<file path="src/rtl/spimf_pkg.sv">
// Shared types, codes and helpers for the SPI master with FIFOs.
package spimf_pkg;

    localparam int FIFO_DEPTH_DEF = 8;
    localparam int SELECT_COUNT   = 4;
    localparam int SEL_LINES      = 4;

    typedef enum logic [1:0] {
        MODE_READ  = 2'd0,
        MODE_WRITE = 2'd1,
        MODE_RX    = 2'd2,
        MODE_NOP   = 2'd3
    } mode_t;

    localparam logic [9:0] REG_CTL1   = 10'd0;
    localparam logic [9:0] REG_SELECT = 10'd1;
    localparam logic [9:0] REG_STATUS = 10'd2;
    localparam logic [9:0] REG_DATA   = 10'd3;

    // control 1 bit positions
    localparam int CTL_SPE    = 0;
    localparam int CTL_MSTR   = 1;
    localparam int CTL_TXEIE  = 2;
    localparam int CTL_RXNEIE = 3;
    localparam int CTL_ERRIE  = 4;

    // status bit positions
    localparam int STAT_TXE  = 0;
    localparam int STAT_RXNE = 1;
    localparam int STAT_OVR  = 2;

    localparam logic [7:0] EMPTY_READ = 8'hFF;
    localparam logic [7:0] SEL_MASK   = 8'h03;

    typedef struct packed {
        logic [1:0] mode;
        logic [9:0] reg_index;
        logic [7:0] write_data;
        logic [7:0] rx_byte;
    } spimf_req_t;

    typedef struct packed {
        logic [7:0]           read_data;
        logic                 tx_valid;
        logic [7:0]           tx_byte;
        logic                 last;
        logic                 irq_level;
        logic [SEL_LINES-1:0] chip_selects;
    } spimf_rsp_t;

    typedef struct packed {
        logic empty;
        logic full;
    } fifo_stat_t;

    // Active-low select pattern for one slave index.
    function automatic logic [SEL_LINES-1:0] select_pattern(input logic [1:0] idx);
        logic [SEL_LINES-1:0] lines;
        lines = '1;
        for (int i = 0; i < SEL_LINES; i++)
        begin
            if ((i < SELECT_COUNT) && (idx == 2'(i)))
            begin
                lines[i] = 1'b0;
            end
        end
        return lines;
    endfunction

endpackage

</file>
<file path="src/rtl/spimf_fifo.sv">
// Byte FIFO with a single memory and registered read data.
module spimf_fifo
    import spimf_pkg::*;
#(
    parameter int DEPTH = FIFO_DEPTH_DEF
)
(
    input  logic       clk,
    input  logic       rst_n,
    input  logic       push,
    input  logic [7:0] wr_data,
    input  logic       pop,
    output logic [7:0] rd_data,
    output fifo_stat_t stat
);

    localparam int AW = (DEPTH > 1) ? $clog2(DEPTH) : 1;
    localparam int CW = $clog2(DEPTH + 1);
    localparam logic [AW-1:0] LAST_ADDR = AW'(DEPTH - 1);
    localparam logic [CW-1:0] FULL_CNT  = CW'(DEPTH);

    logic [7:0]    mem [DEPTH];
    logic [7:0]    rd_data_reg;
    logic [AW-1:0] head_reg, head_next;
    logic [AW-1:0] tail_reg, tail_next;
    logic [CW-1:0] count_reg, count_next;

    always_comb
    begin
        head_next  = head_reg;
        tail_next  = tail_reg;
        count_next = count_reg;
        if (push)
        begin
            tail_next = (tail_reg == LAST_ADDR) ? '0 : tail_reg + AW'(1);
        end
        if (pop)
        begin
            head_next = (head_reg == LAST_ADDR) ? '0 : head_reg + AW'(1);
        end
        if (push && !pop)
        begin
            count_next = count_reg + CW'(1);
        end
        else if (pop && !push)
        begin
            count_next = count_reg - CW'(1);
        end
    end

    always_ff @(posedge clk or negedge rst_n)
    begin
        if (!rst_n)
        begin
            head_reg  <= '0;
            tail_reg  <= '0;
            count_reg <= '0;
        end
        else
        begin
            head_reg  <= head_next;
            tail_reg  <= tail_next;
            count_reg <= count_next;
        end
    end

    // storage carries no reset
    always_ff @(posedge clk)
    begin
        if (push)
        begin
            mem[tail_reg] <= wr_data;
        end
        if (pop)
        begin
            rd_data_reg <= mem[head_reg];
        end
    end

    assign rd_data    = rd_data_reg;
    assign stat.empty = (count_reg == '0);
    assign stat.full  = (count_reg == FULL_CNT);

`ifndef SYNTHESIS
    a_no_overflow: assert property (@(posedge clk) disable iff (!rst_n)
        push && !pop |-> count_reg != FULL_CNT)
        else $error("fifo push while full");
    a_no_underflow: assert property (@(posedge clk) disable iff (!rst_n)
        pop |-> count_reg != '0)
        else $error("fifo pop while empty");
    a_count_range: assert property (@(posedge clk) disable iff (!rst_n)
        count_reg <= FULL_CNT)
        else $error("fifo count out of range");
`endif

endmodule

</file>
<file path="src/rtl/spi_master_with_fifos_unit.sv">
// SPI master controller with transmit and receive FIFOs: top level.
//
// Each request transaction is one register access (read, write), a byte
// returned by the slave, or a no-op. Register map by word offset: 0 control 1
// (bit 0 enable, 1 master, 2 TX-empty irq enable, 3 RX-not-empty irq enable,
// 4 error irq enable), 1 chip-select index (2 bits), 2 status (bit 0 TX
// empty, bit 1 RX not empty, bit 2 overrun; writing 1 to bit 2 clears
// overrun), 3 data (write queues a TX byte, read pops an RX byte or gives
// 0xFF when empty). An accepted data write in master mode (enabled, TX FIFO
// not full) drains the whole TX FIFO and yields one response transaction per
// byte sent; everything else yields one response. The last flag marks the
// final response of a request, and every response carries the interrupt level
// and active-low chip selects as they stand after the request is done.
// Sequencing: a request is taken only when the sequencer is idle; every request
// other than a draining data write goes through accept, execute and load the
// response (an RX pop fits in the execute step), and a draining data write,
// after accept and execute, alternates one pop and one response load per byte,
// as the FIFO memory has a single registered read port. A finished response
// waits in the output register while the next request is accepted; the
// sequencer stalls only when it must load a new response into a full slot.
module spi_master_with_fifos_unit
    import spimf_pkg::*;
#(
    parameter int FIFO_DEPTH = FIFO_DEPTH_DEF
)
(
    input  logic       clk,
    input  logic       rst_n,
    input  logic       req_valid,
    output logic       req_ready,
    input  spimf_req_t req,
    output logic       rsp_valid,
    input  logic       rsp_ready,
    output spimf_rsp_t rsp
);

    typedef enum logic [2:0] {
        S_IDLE,
        S_EXEC,
        S_RESP,
        S_POP,
        S_SEND
    } state_t;

    state_t               state_reg, state_next;
    spimf_req_t           req_reg, req_next;
    logic [7:0]           ctl_reg, ctl_next;
    logic [1:0]           sel_idx_reg, sel_idx_next;
    logic                 ovr_reg, ovr_next;
    logic [SEL_LINES-1:0] lines_reg, lines_next;
    logic [7:0]           rd_hold_reg, rd_hold_next;
    logic                 rd_from_rx_reg, rd_from_rx_next;
    spimf_rsp_t           rsp_reg, rsp_next;
    logic                 rsp_valid_reg, rsp_valid_next;

    logic       tx_push, tx_pop, rx_push, rx_pop;
    logic [7:0] tx_rd_data, rx_rd_data;
    fifo_stat_t tx_stat, rx_stat;
    logic       rsp_free;
    logic       txe_eff;
    logic       irq;

    spimf_fifo #(.DEPTH(FIFO_DEPTH)) u_tx_fifo (
        .clk     (clk),
        .rst_n   (rst_n),
        .push    (tx_push),
        .wr_data (req_reg.write_data),
        .pop     (tx_pop),
        .rd_data (tx_rd_data),
        .stat    (tx_stat)
    );

    spimf_fifo #(.DEPTH(FIFO_DEPTH)) u_rx_fifo (
        .clk     (clk),
        .rst_n   (rst_n),
        .push    (rx_push),
        .wr_data (req_reg.rx_byte),
        .pop     (rx_pop),
        .rd_data (rx_rd_data),
        .stat    (rx_stat)
    );

    assign req_ready = (state_reg == S_IDLE);
    assign rsp_valid = rsp_valid_reg;
    assign rsp       = rsp_reg;
    assign rsp_free  = !rsp_valid_reg || rsp_ready;

    // A drain always ends with the TX FIFO empty, so its responses report TXE.
    assign txe_eff = tx_stat.empty || (state_reg == S_POP) || (state_reg == S_SEND);
    assign irq = (txe_eff && ctl_reg[CTL_TXEIE])
              || (!rx_stat.empty && ctl_reg[CTL_RXNEIE])
              || (ovr_reg && ctl_reg[CTL_ERRIE]);

    always_comb
    begin
        state_next      = state_reg;
        req_next        = req_reg;
        ctl_next        = ctl_reg;
        sel_idx_next    = sel_idx_reg;
        ovr_next        = ovr_reg;
        lines_next      = lines_reg;
        rd_hold_next    = rd_hold_reg;
        rd_from_rx_next = rd_from_rx_reg;
        rsp_next        = rsp_reg;
        rsp_valid_next  = rsp_valid_reg && !rsp_ready;
        tx_push         = 1'b0;
        tx_pop          = 1'b0;
        rx_push         = 1'b0;
        rx_pop          = 1'b0;

        case (state_reg)
            S_IDLE:
            begin
                if (req_valid)
                begin
                    req_next   = req;
                    state_next = S_EXEC;
                end
            end

            S_EXEC:
            begin
                rd_hold_next    = '0;
                rd_from_rx_next = 1'b0;
                state_next      = S_RESP;
                case (mode_t'(req_reg.mode))
                    MODE_READ:
                    begin
                        case (req_reg.reg_index)
                            REG_CTL1:   rd_hold_next = ctl_reg;
                            REG_SELECT: rd_hold_next = {6'b0, sel_idx_reg};
                            REG_STATUS:
                            begin
                                rd_hold_next[STAT_TXE]  = tx_stat.empty;
                                rd_hold_next[STAT_RXNE] = !rx_stat.empty;
                                rd_hold_next[STAT_OVR]  = ovr_reg;
                            end
                            REG_DATA:
                            begin
                                if (!rx_stat.empty)
                                begin
                                    rx_pop          = 1'b1;
                                    rd_from_rx_next = 1'b1;
                                end
                                else
                                begin
                                    rd_hold_next = EMPTY_READ;
                                end
                            end
                            default: rd_hold_next = '0;
                        endcase
                    end

                    MODE_WRITE:
                    begin
                        case (req_reg.reg_index)
                            REG_CTL1:
                            begin
                                ctl_next = req_reg.write_data;
                                if (!req_reg.write_data[CTL_SPE])
                                begin
                                    lines_next = '1;
                                end
                                else if (req_reg.write_data[CTL_MSTR])
                                begin
                                    lines_next = select_pattern(sel_idx_reg);
                                end
                            end
                            REG_SELECT:
                            begin
                                sel_idx_next = 2'(req_reg.write_data & SEL_MASK);
                                if (ctl_reg[CTL_SPE] && ctl_reg[CTL_MSTR])
                                begin
                                    lines_next = select_pattern(sel_idx_next);
                                end
                            end
                            REG_STATUS:
                            begin
                                if (req_reg.write_data[STAT_OVR])
                                begin
                                    ovr_next = 1'b0;
                                end
                            end
                            REG_DATA:
                            begin
                                if (ctl_reg[CTL_SPE] && !tx_stat.full)
                                begin
                                    tx_push = 1'b1;
                                    if (ctl_reg[CTL_MSTR])
                                    begin
                                        state_next = S_POP;
                                    end
                                end
                            end
                            default: ;
                        endcase
                    end

                    MODE_RX:
                    begin
                        // full drops the byte; either way unread data means overrun
                        if (!rx_stat.full)
                        begin
                            rx_push = 1'b1;
                        end
                        if (!rx_stat.empty)
                        begin
                            ovr_next = 1'b1;
                        end
                    end

                    default: ;
                endcase
            end

            S_RESP:
            begin
                if (rsp_free)
                begin
                    rsp_next.read_data    = rd_from_rx_reg ? rx_rd_data : rd_hold_reg;
                    rsp_next.tx_valid     = 1'b0;
                    rsp_next.tx_byte      = '0;
                    rsp_next.last         = 1'b1;
                    rsp_next.irq_level    = irq;
                    rsp_next.chip_selects = lines_reg;
                    rsp_valid_next        = 1'b1;
                    state_next            = S_IDLE;
                end
            end

            S_POP:
            begin
                tx_pop     = 1'b1;
                state_next = S_SEND;
            end

            S_SEND:
            begin
                if (rsp_free)
                begin
                    rsp_next.read_data    = '0;
                    rsp_next.tx_valid     = 1'b1;
                    rsp_next.tx_byte      = tx_rd_data;
                    rsp_next.last         = tx_stat.empty;
                    rsp_next.irq_level    = irq;
                    rsp_next.chip_selects = lines_reg;
                    rsp_valid_next        = 1'b1;
                    state_next            = tx_stat.empty ? S_IDLE : S_POP;
                end
            end

            default: state_next = S_IDLE;
        endcase
    end

    always_ff @(posedge clk or negedge rst_n)
    begin
        if (!rst_n)
        begin
            state_reg      <= S_IDLE;
            req_reg        <= '0;
            ctl_reg        <= '0;
            sel_idx_reg    <= '0;
            ovr_reg        <= 1'b0;
            lines_reg      <= '1;
            rd_hold_reg    <= '0;
            rd_from_rx_reg <= 1'b0;
            rsp_reg        <= '0;
            rsp_valid_reg  <= 1'b0;
        end
        else
        begin
            state_reg      <= state_next;
            req_reg        <= req_next;
            ctl_reg        <= ctl_next;
            sel_idx_reg    <= sel_idx_next;
            ovr_reg        <= ovr_next;
            lines_reg      <= lines_next;
            rd_hold_reg    <= rd_hold_next;
            rd_from_rx_reg <= rd_from_rx_next;
            rsp_reg        <= rsp_next;
            rsp_valid_reg  <= rsp_valid_next;
        end
    end

`ifndef SYNTHESIS
    a_drain_needs_data: assert property (@(posedge clk) disable iff (!rst_n)
        state_reg == S_POP |-> !tx_stat.empty)
        else $error("drain step with empty tx fifo");
    a_send_after_pop: assert property (@(posedge clk) disable iff (!rst_n)
        state_reg == S_SEND |-> $past(state_reg) == S_POP || $past(state_reg) == S_SEND)
        else $error("send state entered without a pop");
    a_lines_high_when_off: assert property (@(posedge clk) disable iff (!rst_n)
        !ctl_reg[CTL_SPE] |-> lines_reg == '1)
        else $error("chip select active while disabled");
`endif

endmodule

</file>
<file path="config.mk">
export PLATFORM = sky130hd
export DESIGN_NAME = spi_master_with_fifos_unit
export DESIGN_NICKNAME = d
export VERILOG_FILES = /design/src/rtl/spimf_pkg.sv /design/src/rtl/spimf_fifo.sv /design/src/rtl/spi_master_with_fifos_unit.sv
export SDC_FILE = /design/constraint.sdc
export NUM_CORES = 1
export LEC_CHECK = 0
export ABC_AREA = 1
export BUFFER_PORTS_ARGS = -buffer_cell sky130_fd_sc_hd__clkbuf_2
export CAP_MARGIN = 20
export CORE_MARGIN = 5
export CORE_UTILIZATION = 30
export CTS_CLUSTER_DIAMETER = 120
export DETAILED_ROUTE_END_ITERATION = 8
export PLACE_DENSITY = 0.5
export RECOVER_POWER = 50
export REMOVE_ABC_BUFFERS = 1
export SETUP_SLACK_MARGIN = 0.4
export SKIP_LAST_GASP = 1
export SLEW_MARGIN = 20
export SYNTH_ARGS = -nofsm -noshare
export SYNTH_HDL_FRONTEND = slang
export SYNTH_SLANG_ARGS = --single-unit
</file>
<file path="constraint.sdc">
create_clock -name clk -period 3.15 [get_ports clk]
set_input_delay 0.1575 -clock clk [delete_from_list [all_inputs] [get_ports clk]]
set_output_delay 0.1575 -clock clk [all_outputs]
set_load 0.1 [all_outputs]
</file>
* Word level (Yosys, flattened, before mapping)
Memories as Yosys holds them, arrays and structs flattened. A register that Yosys moved wholly into a read port is not among the register bits.
Cells that the tools add are included.
** Word-level totals
- Memories :: 2
- Word-level logic and storage cells :: 165
- Input bits :: 32
- ROM bits :: 0
- Register bits :: 99
- Output and inout bits :: 25
- Bits in writable memories :: 128
- Latch bits :: 0
** Operators by class
- Magnitude comparators :: 0
- Bitwise gates (word level) :: 0
- Shift-type cells :: 0
- $mul :: 0
- Mux-type cells :: 59
- $add $sub $neg :: 8
- Divide/modulo/power cells :: 0
- Equality and inequality tests :: 29
- Reductions and logical operators :: 43
** Memory list
- u_rx_fifo.mem :: words 8, bits a word 8, read ports 1, clocked after memory_dff 1, write ports 1, RTL line spimf_fifo.sv:22 : logic [7:0] mem [DEPTH];
- u_tx_fifo.mem :: words 8, bits a word 8, read ports 1, clocked after memory_dff 1, write ports 1, RTL line spimf_fifo.sv:22
** Operator list (number)
- $mux W23 :: 2
- $pmux W23 S2 :: 1
- $mux W1 :: 33
- $mux W4 :: 7
- $mux W8 :: 3
- $mux W3 :: 7
- $eq A10 B2 Y1 const B :: 2
- $eq A3 B3 Y1 const B :: 5
- $pmux W3 S5 :: 1
- $add A3 B1 Y3 const B :: 4
- $ne A2 B2 Y1 const B :: 6
- $pmux W3 S4 :: 1
- $reduce_and A3 Y1 :: 4
- $eq A10 B1 Y1 const B :: 1
- $eq A2 B2 Y1 const B :: 5
- $logic_and A1 B1 Y1 :: 10
- $logic_not A10 Y1 :: 1
- $pmux W5 S2 :: 1
- $reduce_and A5 Y1 :: 2
- $reduce_bool A2 Y1 :: 5
- $add A4 B1 Y4 const B :: 2
- $eq A4 B4 Y1 const B :: 2
- $logic_not A1 Y1 :: 8
- $logic_not A4 Y1 :: 2
- other kinds (14) :: 24

* Longest topological paths before layout
- Depth after elaboration :: 11
- Mapped depth :: 16
- Mapped depth without buffers :: 16

* Hierarchy
From an unflattened synthesis, not the netlist that was laid out.
** Unflattened totals
- Cell total of the unflattened synthesis :: 1120
- Area total of the unflattened synthesis :: 10851.7 µm²
** Modules (own cells, without submodules)
- spimf_fifo :: area each 3607.2 µm², seq. area each 2412.3 µm², cells each 361, instances 2
- spi_master_with_fifos_unit :: area each 3637.2 µm², seq. area each 1981.9 µm², cells each 398, instances 1

* Worst setup path before layout
OpenSTA, ideal clock, no wires.
- Kind :: flip-flop to flip-flop
- Start point :: register req_reg[25] (netlist bit)
- End point :: register u_rx_fifo.count_reg[3]
- Path buffers :: 1
- Stages on the path, launching flop included :: 17
- Path slack :: 0.628 ns
- Library setup time :: 0.121 ns
- Arrival time :: 2.400 ns
- Clock period less this slack :: 2.522 ns
- Data required time :: 3.029 ns
- Cell sequence :: dfrtp_1 nor2_4 nand2_2 nor2_2 buf_6 nand2_4 nor2_4 inv_1 ha_1 inv_1 ha_1 a21oi_1 nand2_1 a21oi_1 o21ai_0 nand2_1 nand2_1
** Between the ends
- Longest elaborated chain between the ends :: 7
- Elaborated cells on any way between the ends :: 9
- Those cells by class :: 1 x eq/ne; 4 x mux; 4 x reduce/logical
** RTL lines
- start, declared :: RTL line spi_master_with_fifos_unit.sv:46 : spimf_req_t req_reg, req_next;
- start signal, assigned :: RTL line spi_master_with_fifos_unit.sv:274 : req_reg <= req_next;
- $eq A10 B2 Y1 * :: RTL line spi_master_with_fifos_unit.sv:129 : case (req_reg.reg_index)
- $mux W1 * :: RTL line spi_master_with_fifos_unit.sv:129
- $mux W1 * :: RTL line spi_master_with_fifos_unit.sv:126 : case (mode_t'(req_reg.mode))
- $mux W1 * :: RTL line spi_master_with_fifos_unit.sv:111 : case (state_reg)
- via rx_pop :: RTL line spi_master_with_fifos_unit.sv:56 : logic tx_push, tx_pop, rx_push, rx_pop;
- $logic_not A1 Y1 :: RTL line spimf_fifo.sv:41 : if (push && !pop)
- $logic_and A1 B1 Y1 :: RTL line spimf_fifo.sv:41
- $mux W4 or $reduce_bool A2 Y1 (tied branches)
- end signal, assigned :: RTL line spimf_fifo.sv:63 : count_reg <= count_next;
- end, declared :: RTL line spimf_fifo.sv:26 : logic [CW-1:0] count_reg, count_next;
Mark *: on every way through the listed nets, which the timed path passes. The rest lies on a longest branch.
A chain may end at the register's enable or synchronous reset.

* Worst setup path after layout
- Start point :: register state_reg[1]
- End point :: register u_tx_fifo.count_reg[3]
** Between the ends
- Longest elaborated chain between the ends :: 5
- Elaborated cells on any way between the ends :: 10
- Those cells by class :: 2 x eq/ne; 3 x mux; 5 x reduce/logical
** RTL lines
- start, declared :: RTL line spi_master_with_fifos_unit.sv:45 : state_t state_reg, state_next;
- start signal, assigned :: RTL line spi_master_with_fifos_unit.sv:273 : state_reg <= state_next;
- $eq A3 B1 Y1 * :: RTL line spi_master_with_fifos_unit.sv:111
- $mux W1 * :: RTL line spi_master_with_fifos_unit.sv:111
- via tx_push :: RTL line spi_master_with_fifos_unit.sv:56
- $logic_not A1 Y1 :: RTL line spimf_fifo.sv:45 : else if (pop && !push)
- $logic_and A1 B1 Y1 :: RTL line spimf_fifo.sv:45
- $reduce_bool A2 Y1 (no line)
- end signal, assigned :: RTL line spimf_fifo.sv:63
- end, declared :: RTL line spimf_fifo.sv:26
Marked as above.

==> results.toml <==
[placed_design]
dp_hpwl_um = 15500
dpl_cell_area_um2 = 11100
place_ws_ns = 0.611
io_buffers = 56
routabilityCongestion = 0.757

[power]
power_density_nw_per_um2 = 826
p_leak_nw = 4.99
ir_drop_mv = 0.638

[clock_tree]
cts_buffers = 27
cts_tree = "yes"
cts-root-buf = "clkbuf_16"
clk_path_buf_depth = 3
h-tree-depth = 1
cts.sinks = 243
clk_pin_slew_worst_paths_ns = 0.07
clk_latency_ns = 0.55

[final_layout]
fill_cells = 3334
postLayoutCoreUtil_pct = 36.5
stdcell_area_um2 = 12300
antennaDiodeCount = 0
multi_input_area_um2 = 3010
seq_area_um2 = 6810
syn_to_final_growth_pct = 19.9
drive_gt1_share_pct = 14.3
nets = 1100

[timing]
max_freq_mhz = 376
hold_viol = 0
rsz0062_at_grt = "no"
fin_crit_ns = 2.66
post-route-period-util_pct = 84.4
fin_hold_ws_ns = 0.381
max_slew_margin_pct = -5.52
fin_worst_skew_ns = 0.0260
worstMarginPinSlew_ns = 1.58
slew_viol_final = 85
layout_setup_ws_ns = 0.492
tns_ns = 0
setup_viol = 0

[logic_synthesis]
synthArstFlopShare_pct = 40.7
yosysUniqueCellTypes = 38
synth_edf_count = 144
yosysSeqAreaShare_pct = 66.5
synthCells = 937
synth.avg_cell_area_um2 = 10.9
ys.warnings.count = 0
ys.flop_type = "edfxtp_1"
ys_ff_latch = 243
syn_area_um2 = 10200

[routing]
antenna_left = 0
drtPass1Iterations = 5
drtIter0Drc = 426
vias_per_cell = 4.54
drc_errors = 0
vias = 6903
drt_wl_total_um = 23800
wl_per_cell_um = 15.7

[global_route]
met3_usage_pct = 2.08
grt_pass1_vias = 7038
grt_max_degree = 53
grt_antenna_before_repair = 0
met1_usage_pct = 16.7
grt.busiest_layer = "met2"
grt_pass1_wl_um = 38500
gr-usage-met2_pct = 21.1
grt_overflow = 0
track_usage_pct = 12.5

[setup_path]
cp.required_ns = 3.60
worstSetupStartpointType = "flop"
cp-end-kind = "flop"
critPathArrivalTime_ns = 3.10
critical_path_class = "reg2reg"
critPathMaxFanout = 6

[floorplan]
coreArea_um2 = 33600
start_util_pct = 30.4
num_io_pins = 57
die_w_um = 195
die-area_um2 = 37900
rows = 67
die_h_um = 195

[run_status]
violations = "max-capacitance violations, max-slew violations"
status = "finished with violations"

[min_path]
worstHoldPathType = "in2reg"

[job]
maxCapViolations = 2
-- report_power, final --
| part | total, mW | internal [mW] | switching (mW) |
|---|---|---|---|
| Clock | 2.95 | 1.68 | 1.27 |
| Combinational | 2.64 | 0.721 | 1.92 |
| Sequential | 4.55 | 4.07 | 0.484 |
| Total | 10.1 | 6.47 | 3.67 |
-- cells in the final DEF (no fill, tap or decap), types with 2 or more instances in the layout --
master and instances:
a21oi_1 35, a31oi_1 17, buf_4 24, clkbuf_1 28, clkbuf_16 27, clkbuf_2 37
clkbuf_8 4, clkinv_1 9, clkinv_2 4, clkinvlp_4 2, dfrtp_1 95, dfstp_2 4
dlygate4sd3_1 31, edfxtp_1 144, fa_1 2, ha_1 14, inv_1 61, inv_2 4
mux2_2 14, nand2_1 180, nand2_2 4, nand2_4 3, nand3_1 34, nor2_1 127
nor2_2 6, nor2_4 5, nor3_1 4, o211ai_1 12, o21ai_0 99, o21ai_1 11
o21ai_2 8, o22ai_1 2, o31ai_1 4, or2_2 3, xnor2_1 5
-- Yosys cell counts (12+ instances only) --
cell	count	area, um2
o21ai_0	100	500
clkbuf_1	19	71.3
ha_1	14	175
nand2_1	179	672
nor2_1	125	469
a31oi_1	17	106
a21oi_1	35	175
dfrtp_1	95	2380
mux2_2	14	158
inv_1	61	229
nand3_1	34	170
o211ai_1	12	90.1
edfxtp_1	144	4320
-- metal layers --
layer  vias up  routed length (um)
met3        42                 945
met1      3316               11000
li1       3434                   -
met4         0                 570
met5         -                   0
met2       111               11400
-- timing repair --
action,in CTS,in global routing
resized for setup,0,2
endpoints found under the hold margin,83,0
setup endpoints to repair,0,1
hold buffers,31,0
buffers inserted,0,1
-- cells by family after synthesis --
family / share of synthesized area, %
AND/OR/NAND/NOR: 15.2
flip-flops: 66.5
AO/OA/AOI/OAI: 10.3
buffers and inverters: 3.91
adder cells (fa/ha/maj): 2.10
multiplexers: 1.54
XOR/XNOR: 0.514
-- worst max-delay path, stage by stage (launching register included) --
cell	delay [ns]
dfrtp_1	0.41
nor2_1	0.11
nand2_1	0.20
nor2_1	0.25
inv_1	0.06
nor2_1	0.22
nand2_4	0.11
inv_4	0.10
ha_1	0.18
inv_1	0.10
ha_1	0.35
a21oi_1	0.16
nand2_1	0.08
xor2_1	0.14
nand2_1	0.06
nand2_1	0.04
-- cell type report --
| type | count | share of cell area (%) |
|---|---|---|
| clock buffers | 39 | 6.20 |
| clock inverters | 11 | 0.571 |
| inverters | 71 | 2.19 |
| multi-input cells | 595 | 24.5 |
| flip-flops and latches | 243 | 55.5 |
| well taps | 448 | 4.57 |
| repair buffers | 114 | 6.50 |
-- worst paths after layout --
kind | start | endpoint | slack [ns] | cells after the start
max | state_reg[1]$_DFFE_PN0P_ | u_tx_fifo.count_reg[3]$_DFFE_PN0P_ | 0.49 | 15
min | req[24] | req_reg[24]$_DFFE_PN0P_ | 0.38 | 3
max reg2reg | state_reg[1]$_DFFE_PN0P_ | u_tx_fifo.count_reg[3]$_DFFE_PN0P_ | 0.49 | 15
min reg2reg | lines_reg[3]$_DFFE_PN1P_ | lines_reg[3]$_DFFE_PN1P_ | 0.47 | 2
max in group asynchronous | rst_n | lines_reg[3]$_DFFE_PN1P_ | 1.66 | 3
min in group asynchronous | rst_n | rsp[22]$_DFFE_PN0P_ | 0.51 | 2
-- per-stage QoR --
step / instances / power (mW)
detailed placement: 1438 / 7.26
global route: 1521 / 10.7
global placement: 1438 / 7.21
CTS: 1519 / 10.3
floorplan: 909 / 6.39
finish: 1521 / 10.1
Power figures use the tool's default switching activity.
